### src/rtl/core/gbfg_pkg.sv
`timescale 1ns / 1ps
package gbfg_pkg;
  localparam logic [1:0] CFG_START = 2'd0;
  localparam logic [1:0] CFG_END   = 2'd1;
  localparam logic [1:0] CFG_HORIZ = 2'd2;
  localparam logic [23:0] RED_MASK   = 24'hFF0000;
  localparam logic [23:0] GREEN_MASK = 24'h00FF00;
  localparam logic [23:0] BLUE_MASK  = 24'h0000FF;

  typedef enum logic [3:0] {
    ST_IDLE, ST_DIV1, ST_DIV2, ST_DIV3, ST_DLT, ST_DEN, ST_PER, ST_EMIT, ST_NEXT
  } state_t;

  // divider command/status
  typedef struct packed {
    logic        go;
    logic [16:0] num;
    logic [16:0] den;
  } div_cmd_t;

  typedef struct packed {
    logic        done;
    logic [16:0] quo;
  } div_sts_t;
endpackage

### src/rtl/core/gradient_band_fill_generator_unit.sv
`timescale 1ns / 1ps
// Gradient band generator for a 2D fill engine.
// Configuration: cfg_we with cfg_index (0 start colour, 1 end colour,
// 2 horizontal) and cfg_data, written only while idle; taken at once.
// Input: an item is taken when start is high and busy is low. in_req_type 0
// starts a gradient on the rectangle, 1 asks for the next band.
// Output: one item per input item, on the out_ ports for a single cycle,
// marked by out_strobe. The receiver cannot stall the block.
// Sequence: a start runs 12 divisions on one shared restoring divider (band
// count fit, band size, then delta, rest and period for each channel), one
// after another, and its result register is loaded after the last. A next
// item passes decode, emit with the colour/position update, and the result
// register. Only one item is held at a time; busy drops in the result cycle.
// Reset (synchronous, rst_n low) clears the sequencer and the gradient;
// a next item before any start returns an all-zero band.
module gradient_band_fill_generator_unit import gbfg_pkg::*; #(
  parameter int COORD_BITS = 16
) (
  input  logic        clk,
  input  logic        rst_n,
  input  logic        cfg_we,
  input  logic [1:0]  cfg_index,
  input  logic [23:0] cfg_data,
  input  logic        start,
  output logic        busy,
  input  logic        in_req_type,
  input  logic [15:0] in_rect_left,
  input  logic [15:0] in_rect_top,
  input  logic [15:0] in_rect_width,
  input  logic [15:0] in_rect_height,
  output logic        out_strobe,
  output logic        out_band_valid,
  output logic [16:0] out_fill_x,
  output logic [16:0] out_fill_y,
  output logic [15:0] out_fill_w,
  output logic [15:0] out_fill_h,
  output logic [23:0] out_band_color,
  output logic        out_last_band
);
  localparam logic [15:0] CMASK = 16'((17'd1 << COORD_BITS) - 17'd1);

  logic [23:0] scol_r, ecol_r;
  logic        hcfg_r;

  state_t st_r, st_nxt;
  logic        gbusy_r, gbusy_nxt, hz_r, hz_nxt;
  logic [7:0]  total_r, total_nxt, idx_r, idx_nxt;
  logic [15:0] size_r, size_nxt;
  logic [16:0] pos_r, pos_nxt;
  logic [15:0] rl_r, rt_r, rw_r, rh_r, rl_nxt, rt_nxt, rw_nxt, rh_nxt;
  logic [7:0]  now_r [3], now_nxt [3], tgt_r [3], tgt_nxt [3];
  logic [7:0]  dlt_r [3], dlt_nxt [3], per_r [3], per_nxt [3];
  logic [7:0]  dif_r [3], dif_nxt [3];
  logic [7:0]  mod_r [3], mod_nxt [3];
  logic [2:0]  rise_r, rise_nxt;
  logic [16:0] step_r, step_nxt, q_r, q_nxt, ext_r, ext_nxt;
  logic [1:0]  ch_r, ch_nxt;
  logic        nul_r, nul_nxt;

  div_cmd_t dcmd;
  div_sts_t dsts;
  gbfg_div u_div (.clk(clk), .rst_n(rst_n), .cmd(dcmd), .sts(dsts));

  always_ff @(posedge clk) begin
    if (!rst_n) begin
      scol_r <= '0; ecol_r <= '0; hcfg_r <= 1'b0;
    end else if (cfg_we) begin
      unique case (cfg_index)
        CFG_START: scol_r <= cfg_data;
        CFG_END:   ecol_r <= cfg_data;
        CFG_HORIZ: hcfg_r <= cfg_data[0];
        default: ;
      endcase
    end
  end

  logic take;
  assign busy = (st_r != ST_IDLE);
  assign take = start && !busy;

  logic [7:0] sc [3], ec [3];
  assign sc[0] = 8'((scol_r & RED_MASK) >> 16);
  assign sc[1] = 8'((scol_r & GREEN_MASK) >> 8);
  assign sc[2] = 8'(scol_r & BLUE_MASK);
  assign ec[0] = 8'((ecol_r & RED_MASK) >> 16);
  assign ec[1] = 8'((ecol_r & GREEN_MASK) >> 8);
  assign ec[2] = 8'(ecol_r & BLUE_MASK);

  logic last;
  assign last = ({1'b0, idx_r} + 9'd1) >= {1'b0, total_r};

  always_comb begin
    st_nxt = st_r;
    unique case (st_r)
      ST_IDLE: if (take) st_nxt = in_req_type ? ST_NEXT : ST_DIV1;
      ST_DIV1: if (dsts.done) st_nxt = ST_DIV2;
      ST_DIV2: if (dsts.done) st_nxt = ST_DIV3;
      ST_DIV3: if (dsts.done) st_nxt = ST_DLT;
      ST_DLT:  if (dsts.done) st_nxt = ST_DEN;
      ST_DEN:  if (dsts.done) st_nxt = ST_PER;
      ST_PER:  if (dsts.done) st_nxt = (ch_r == 2'd2) ? ST_EMIT : ST_DLT;
      ST_NEXT: st_nxt = ST_EMIT;
      ST_EMIT: st_nxt = ST_IDLE;
      default: st_nxt = ST_IDLE;
    endcase
  end

  logic [16:0] tw;
  logic [16:0] qt;

  always_comb begin
    gbusy_nxt = gbusy_r; hz_nxt = hz_r; total_nxt = total_r; idx_nxt = idx_r;
    size_nxt = size_r; pos_nxt = pos_r;
    rl_nxt = rl_r; rt_nxt = rt_r; rw_nxt = rw_r; rh_nxt = rh_r;
    now_nxt = now_r; tgt_nxt = tgt_r; dlt_nxt = dlt_r; per_nxt = per_r;
    dif_nxt = dif_r; rise_nxt = rise_r; mod_nxt = mod_r;
    step_nxt = step_r; q_nxt = q_r; ext_nxt = ext_r; ch_nxt = ch_r;
    nul_nxt = nul_r;
    dcmd = '0;
    tw = '0; qt = dsts.quo;
    unique case (st_r)
      ST_IDLE: begin
        if (take && !in_req_type) begin
          rl_nxt = in_rect_left & CMASK; rt_nxt = in_rect_top & CMASK;
          rw_nxt = in_rect_width & CMASK; rh_nxt = in_rect_height & CMASK;
          hz_nxt = hcfg_r;
          tw = '0;
          for (int k = 0; k < 3; k++) begin
            rise_nxt[k] = !(sc[k] > ec[k]);
            dif_nxt[k] = rise_nxt[k] ? ec[k] - sc[k] : sc[k] - ec[k];
            if ({9'd0, dif_nxt[k]} > tw) tw = {9'd0, dif_nxt[k]};
            now_nxt[k] = sc[k]; tgt_nxt[k] = ec[k];
            dlt_nxt[k] = '0; per_nxt[k] = '0;
          end
          ext_nxt = {1'b0, hcfg_r ? rw_nxt : rh_nxt};
          if (tw > ext_nxt) tw = ext_nxt;
          nul_nxt = (tw == '0);
          step_nxt = (tw == '0) ? 17'd1 : tw;
          ch_nxt = '0;
          dcmd.go = 1'b1; dcmd.num = ext_nxt; dcmd.den = step_nxt;
        end
      end
      ST_DIV1: if (dsts.done) begin
        // ext/step; exact fit keeps step, otherwise ext/(q+1)
        q_nxt = qt;
        dcmd.go = 1'b1; dcmd.num = ext_r;
        if (nul_r || (17'(qt * step_r) == ext_r)) dcmd.den = step_r;
        else dcmd.den = qt + 17'd1;
      end
      ST_DIV2: if (dsts.done) begin
        if (!(nul_r || (17'(q_r * step_r) == ext_r)))
          step_nxt = (qt == '0) ? 17'd1 : qt;
        dcmd.go = 1'b1; dcmd.num = ext_r;
        dcmd.den = (!(nul_r || (17'(q_r * step_r) == ext_r)) && qt == '0) ?
                   17'd1 : ((!(nul_r || (17'(q_r * step_r) == ext_r))) ? qt : step_r);
      end
      ST_DIV3: if (dsts.done) begin
        size_nxt = qt[15:0];
        total_nxt = (step_r[7:0] == 8'd0) ? 8'd1 : step_r[7:0];
        pos_nxt = {1'b0, hz_r ? rl_r : rt_r};
        idx_nxt = '0; gbusy_nxt = 1'b1;
        for (int k = 0; k < 3; k++) mod_nxt[k] = '0;
        dcmd.go = 1'b1; dcmd.num = {9'd0, dif_r[0]}; dcmd.den = step_r;
      end
      ST_DLT: if (dsts.done) begin
        if (step_r > 17'd1) dlt_nxt[ch_r] = (qt == '0) ? 8'd1 : qt[7:0];
        dcmd.go = 1'b1;
        dcmd.num = 17'({9'd0, dif_r[ch_r]} - step_r);
        dcmd.den = {9'd0, (qt == '0) ? 8'd1 : qt[7:0]};
      end
      ST_DEN: if (dsts.done) begin
        dcmd.go = 1'b1; dcmd.num = step_r;
        dcmd.den = (qt == '0) ? 17'd1 : qt;
        if (step_r > 17'd1 && {9'd0, dif_r[ch_r]} > step_r && qt != '0)
          nul_nxt = 1'b0;
        else
          nul_nxt = 1'b1;
      end
      ST_PER: if (dsts.done) begin
        if (!nul_r) per_nxt[ch_r] = qt[7:0];
        if (ch_r != 2'd2) begin
          ch_nxt = ch_r + 2'd1;
          dcmd.go = 1'b1; dcmd.num = {9'd0, dif_r[ch_r + 2'd1]}; dcmd.den = step_r;
        end
      end
      ST_EMIT: begin
        if (gbusy_r) begin
          if (last) gbusy_nxt = 1'b0;
          else begin
            pos_nxt = pos_r + {1'b0, size_r};
            for (int k = 0; k < 3; k++) begin
              mod_nxt[k] = (mod_r[k] + 8'd1 == per_r[k]) ? 8'd0 : mod_r[k] + 8'd1;
            end
          end
        end
      end
      default: ;
    endcase
  end

  // next-band colour update; mod_r tracks band index modulo rest period, with a
  // nonzero period a zero count on a nonzero index applies the delta a second time
  logic [2:0] twice;
  logic [9:0] ws [3];
  always_comb begin
    for (int k = 0; k < 3; k++) begin
      twice[k] = (idx_r != '0) && (per_r[k] != '0) && (mod_r[k] == '0);
      if (rise_r[k])
        ws[k] = {2'b0, now_r[k]} + {2'b0, dlt_r[k]} + (twice[k] ? {2'b0, dlt_r[k]} : 10'd0);
      else
        ws[k] = {2'b0, now_r[k]} - {2'b0, dlt_r[k]} - (twice[k] ? {2'b0, dlt_r[k]} : 10'd0);
    end
  end

  logic upd;
  assign upd = (st_r == ST_EMIT) && gbusy_r && !last;

  always_ff @(posedge clk) begin
    if (!rst_n) begin
      st_r <= ST_IDLE; gbusy_r <= 1'b0; total_r <= 8'd1; idx_r <= '0;
      size_r <= '0; pos_r <= '0; rl_r <= '0; rt_r <= '0; rw_r <= '0; rh_r <= '0;
      rise_r <= '0; hz_r <= 1'b0;
      for (int k = 0; k < 3; k++) begin
        now_r[k] <= '0; dlt_r[k] <= '0; per_r[k] <= '0; tgt_r[k] <= '0;
        mod_r[k] <= '0;
      end
    end else begin
      st_r <= st_nxt; gbusy_r <= gbusy_nxt; total_r <= total_nxt;
      size_r <= size_nxt; pos_r <= pos_nxt; hz_r <= hz_nxt;
      rl_r <= rl_nxt; rt_r <= rt_nxt; rw_r <= rw_nxt; rh_r <= rh_nxt;
      rise_r <= rise_nxt; dlt_r <= dlt_nxt; per_r <= per_nxt; tgt_r <= tgt_nxt;
      mod_r <= mod_nxt;
      idx_r <= upd ? idx_nxt + 8'd1 : idx_nxt;
      for (int k = 0; k < 3; k++) begin
        if (upd) begin
          if (rise_r[k]) now_r[k] <= ($signed(ws[k]) > $signed({2'b0, tgt_r[k]})) ?
                                     tgt_r[k] : ws[k][7:0];
          else now_r[k] <= ($signed(ws[k]) < $signed({2'b0, tgt_r[k]})) ?
                           tgt_r[k] : ws[k][7:0];
        end else now_r[k] <= now_nxt[k];
      end
    end
    dif_r <= dif_nxt; step_r <= step_nxt; q_r <= q_nxt; ext_r <= ext_nxt;
    ch_r <= ch_nxt; nul_r <= nul_nxt;
  end

  // result register
  always_ff @(posedge clk) begin
    if (!rst_n) out_strobe <= 1'b0;
    else out_strobe <= (st_r == ST_EMIT);
    if (st_r == ST_EMIT) begin
      out_band_valid <= gbusy_r;
      out_last_band  <= gbusy_r && last;
      out_band_color <= gbusy_r ? {now_r[0], now_r[1], now_r[2]} : 24'd0;
      if (!gbusy_r) begin
        out_fill_x <= '0; out_fill_y <= '0; out_fill_w <= '0; out_fill_h <= '0;
      end else if (hz_r) begin
        out_fill_x <= pos_r; out_fill_y <= {1'b0, rt_r}; out_fill_h <= rh_r;
        out_fill_w <= last ? 16'({1'b0, rw_r} + {1'b0, rl_r} - pos_r) : size_r;
      end else begin
        out_fill_x <= {1'b0, rl_r}; out_fill_y <= pos_r; out_fill_w <= rw_r;
        out_fill_h <= last ? 16'({1'b0, rh_r} + {1'b0, rt_r} - pos_r) : size_r;
      end
    end
  end
endmodule

### src/rtl/core/gbfg_div.sv
`timescale 1ns / 1ps
module gbfg_div import gbfg_pkg::*; (
  input  logic     clk,
  input  logic     rst_n,
  input  div_cmd_t cmd,
  output div_sts_t sts
);
  // restoring divider, one quotient bit a cycle
  logic [16:0] rem_r, rem_nxt, quo_r, quo_nxt, den_r, den_nxt;
  logic [4:0]  cnt_r, cnt_nxt;
  logic        act_r, act_nxt, done_r, done_nxt;
  logic [17:0] trial;

  always_comb begin
    rem_nxt = rem_r; quo_nxt = quo_r; den_nxt = den_r;
    cnt_nxt = cnt_r; act_nxt = act_r; done_nxt = 1'b0;
    trial = {rem_r, quo_r[16]} - {1'b0, den_r};
    if (cmd.go) begin
      rem_nxt = '0; quo_nxt = cmd.num; den_nxt = cmd.den;
      cnt_nxt = 5'd17; act_nxt = 1'b1;
    end else if (act_r) begin
      if (!trial[17]) begin
        rem_nxt = trial[16:0];
        quo_nxt = {quo_r[15:0], 1'b1};
      end else begin
        rem_nxt = {rem_r[15:0], quo_r[16]};
        quo_nxt = {quo_r[15:0], 1'b0};
      end
      cnt_nxt = cnt_r - 5'd1;
      if (cnt_r == 5'd1) begin
        act_nxt = 1'b0; done_nxt = 1'b1;
      end
    end
  end

  always_ff @(posedge clk) begin
    if (!rst_n) begin
      act_r <= 1'b0; done_r <= 1'b0; cnt_r <= '0;
    end else begin
      act_r <= act_nxt; done_r <= done_nxt; cnt_r <= cnt_nxt;
    end
    rem_r <= rem_nxt; quo_r <= quo_nxt; den_r <= den_nxt;
  end

  assign sts.done = done_r;
  assign sts.quo  = quo_r;
endmodule

### config.mk
export PLATFORM = sky130hd
export DESIGN_NAME = gradient_band_fill_generator_unit
export DESIGN_NICKNAME = d
export VERILOG_FILES = /design/src/rtl/core/gbfg_pkg.sv /design/src/rtl/core/gradient_band_fill_generator_unit.sv /design/src/rtl/core/gbfg_div.sv
export SDC_FILE = /design/constraint.sdc
export NUM_CORES = 2
export LEC_CHECK = 0
export ABC_AREA = 1
export BUFFER_PORTS_ARGS = -buffer_cell sky130_fd_sc_hd__buf_2
export CAP_MARGIN = 20
export CORE_MARGIN = 5
export CORE_UTILIZATION = 59
export CTS_BUF_LIST = sky130_fd_sc_hd__clkbuf_2 sky130_fd_sc_hd__clkbuf_4 sky130_fd_sc_hd__clkbuf_8
export DETAILED_ROUTE_END_ITERATION = 7
export HOLD_SLACK_MARGIN = 0.05
export MAX_ROUTING_LAYER = met4
export PLACE_DENSITY = 0.8
export SLEW_MARGIN = 20
export SYNTH_ARGS = -nofsm -noshare
export SYNTH_HDL_FRONTEND = slang
export SYNTH_SLANG_ARGS = --single-unit
### constraint.sdc
create_clock -name clk -period 6.78 [get_ports clk]
set_input_delay 1.356 -clock clk [delete_from_list [all_inputs] [get_ports clk]]
set_output_delay 1.356 -clock clk [all_outputs]
set_load 0.1 [all_outputs]
==> qor.csv <==
metric,value,unit
root buf cell,clkbuf_8,
Slew headroom,0.106,
Core Area,0.0777,sq mm
Mapped Nets,7059,
CTS tree,yes,
Worst Clk Skew,0.0525,ns
CP Buf/Inv Count,7,
die width,290,um
violated checks,design-rule violations,
H-tree depth,3,
Vias,43800,
maximum clock rate,151,MHz
# Max-Cap Violations,0,
DP HPWL,118,mm
synth warn,0,
final hold vios,0,
async set-or-reset flop fraction in the synthesized netlist,0,
"setup slack, reg-to-reg",0.18,ns
Routability Congestion,1.04,
Final setup viols,0,
Synth Cell Area,0.0464,sq mm
grt total ovfl,0,
clock latency on the worst-skew pair,0.75,ns
final setup TNS,0,ns
Avg WL per Cell,20.2,um
Arrival @ worst endpoint,7.04,ns
"Distinct cells, synth",70,
final period utilization,0.974,
final-layout fill cell count,6784,
CTS Buffer Depth,3,
Hold Path Origin,u_div.cnt_r[1],
number of I/O port buffers,188,
r2r startpoint,step_r[2],
RSZ-0062 raised after global routing,yes,
Via density,5.75,
number of synthesized flops with an enable pin,203,
Cell Rows,102,
critical setup path kind,reg -> reg,
CTS Sinks,519,
"Reg clk slew, reported paths",0.07,ns
post-synthesis sequential area ratio,0.268,
max-slew violations,0,
Num CTS Buffers,90,
Post-DRT Antenna Nets,0,
TritonRoute pass-1 iters,8,
Area Growth Syn to Fin,9.87,%
Nets,7210,
pin count of the biggest net entering global routing,119,
crit path launch type,register,
"Max FO, Critical Path",16,
"commonest non-fill, non-tap cells in the layout","nand2_1, inv_1, a21oi_1",
die height,290,um
# DRC,1,
hold crit path type,reg -> reg,
Gate Count Post-Synth,6341,
"Largest stage delay, worst path",0.55,ns
measured slew at the worst slew-check pin,1.34,ns
io pins,189,
Hold Path End,u_div.cnt_r[1],
Die ar.,0.0843,sq mm
initial antenna violation count,5,
"commonest non-fill, non-tap cell in the layout",nand2_1,
Worst Hold Depth,2,
slowest CP cell,fa_1,
Setup crit end kind,register,
GRT Overall Usage,0.358,
WP data required,7.22,ns
Mean Syn Cell Area,7.31,sq um
first-pass GRT wire length,234,mm
Routed WL,154,mm
Initial Util,0.597,
vias in the first global route,42000,
run status,"finished, violations left",
most used flip-flop cell after synthesis,dfxtp_1,
multi-input logic area,0.0282,sq mm
r2r endpoint,u_div.den_r[1],
post-route minimum period,6.60,ns
Seq. cell area,0.0124,sq mm
initial drt markers,4632,
proportion of layout cells with a drive suffix above 1,0.0973,
R2R cell count,30,
CP top delay family,adder cells,
Synth Register Bits,519,
## worst min-delay path, cell delays in order, from the launching register on
cell     delay (ns)
dfxtp_1        0.32
nand2_1        0.06
a21oi_1        0.05
## stage by stage
| stage | std cells | setup slack (ns) | instance area [sq um] | util | hold WS, ns |
|---|---|---|---|---|---|
| after floorplan | 6341 | 0.312 | 46400 | - | 0.421 |
| after CTS | 7579 | 0.0866 | 50300 | 0.647 | 0.481 |
| final | 7615 | 0.178 | 50900 | 0.655 | 0.478 |
| after detailed placement | 7410 | 0.00676 | 48300 | 0.621 | 0.474 |
| after global placement | 7409 | 0.0834 | 48200 | 0.620 | 0.467 |
| after global routing | 7613 | -0.0691 | 50900 | 0.655 | 0.503 |
## repair_timing
item,in CTS,in global routing
endpoints found under the setup margin,1,43
buffers inserted,0,23
resized for setup,1,97
pin swaps,0,21
hold buffers,0,0
cloned,0,6
## synthesized netlist by cell type (all sizes together), types with 2 or more instances
| master | count | area, sq um |
|---|---|---|
| a221oi | 4 | 35.0 |
| o2111ai | 15 | 131 |
| a32oi | 19 | 166 |
| xnor3 | 2 | 45.0 |
| a31oi | 11 | 68.8 |
| a21boi | 9 | 67.6 |
| xnor2 | 85 | 752 |
| o211ai | 21 | 208 |
| nand2 | 1421 | 5390 |
| inv | 1318 | 4950 |
| nor3 | 34 | 246 |
| a22oi | 19 | 143 |
| clkinv | 6 | 22.5 |
| a21oi | 458 | 2310 |
| o21ai | 437 | 2200 |
| fa | 260 | 5200 |
| o21bai | 13 | 109 |
| nor4 | 23 | 150 |
| o21a | 8 | 60.1 |
| dfxtp | 316 | 6330 |
| ha | 363 | 4540 |
| a2111oi | 2 | 17.5 |
| and2 | 10 | 62.6 |
| o31ai | 14 | 105 |
| edfxtp | 203 | 6100 |
| nand3b | 17 | 128 |
| a211oi | 14 | 105 |
| or2 | 20 | 125 |
| nand4 | 71 | 444 |
| nor2 | 281 | 1090 |
| buf | 93 | 507 |
| a21o | 11 | 82.6 |
| nand3 | 381 | 1950 |
| o22ai | 57 | 357 |
| xor2 | 153 | 1370 |
| and3 | 2 | 12.5 |
| clkbuf | 151 | 569 |
| o32ai | 11 | 149 |
| nor3b | 2 | 15.0 |
## how the worst max path moves through the flow
stage                   start  cells after the start              end
floorplan           step_r[7]                     29        step_r[0]
global placement    step_r[2]                     29   u_div.den_r[6]
detailed placement  step_r[2]                     29  u_div.den_r[16]
CTS                    sc[16]                     38        step_r[3]
global route           sc[16]                     39        step_r[4]
finish              step_r[2]                     30   u_div.den_r[1]
## final cells by class
cell class	count	area share
Multi-Input combinational cell	4257	0.554
Sequential cell	519	0.244
Inverter	1324	0.0979
Timing Repair Buffer	300	0.0383
Clock buffer	133	0.0329
Tap cell	1040	0.0255
Clock inverter	36	0.00693
Antenna cell	6	0.000295
## per-layer routing
metal	vias to the layer above	track usage	routed length [um]
li1	20500	-	-
met1	20600	0.444	59300
met2	2203	0.564	69900
met3	522	0.0672	15100
met4	0	0.180	9370
met5	-	-	0
## kinds of logic (layout without fill, tap and decap cells)
group           count (synthesis)  in the layout  share of synthesized area
other cells                     0              6                          0
flops                         519            519                      0.268
buf+inv                      1568           1793                      0.131
simple gates                 2263           2266                      0.208
compound gates               1127           1127                      0.137
xor+xnor                      240            240                     0.0467
fa+ha+maj                     623            623                      0.210
mux                             1              1                   0.000216
Power is left out: the tool's default activity adds up to more than one toggle a clock period on the data nets, which glitch-free logic cannot reach.
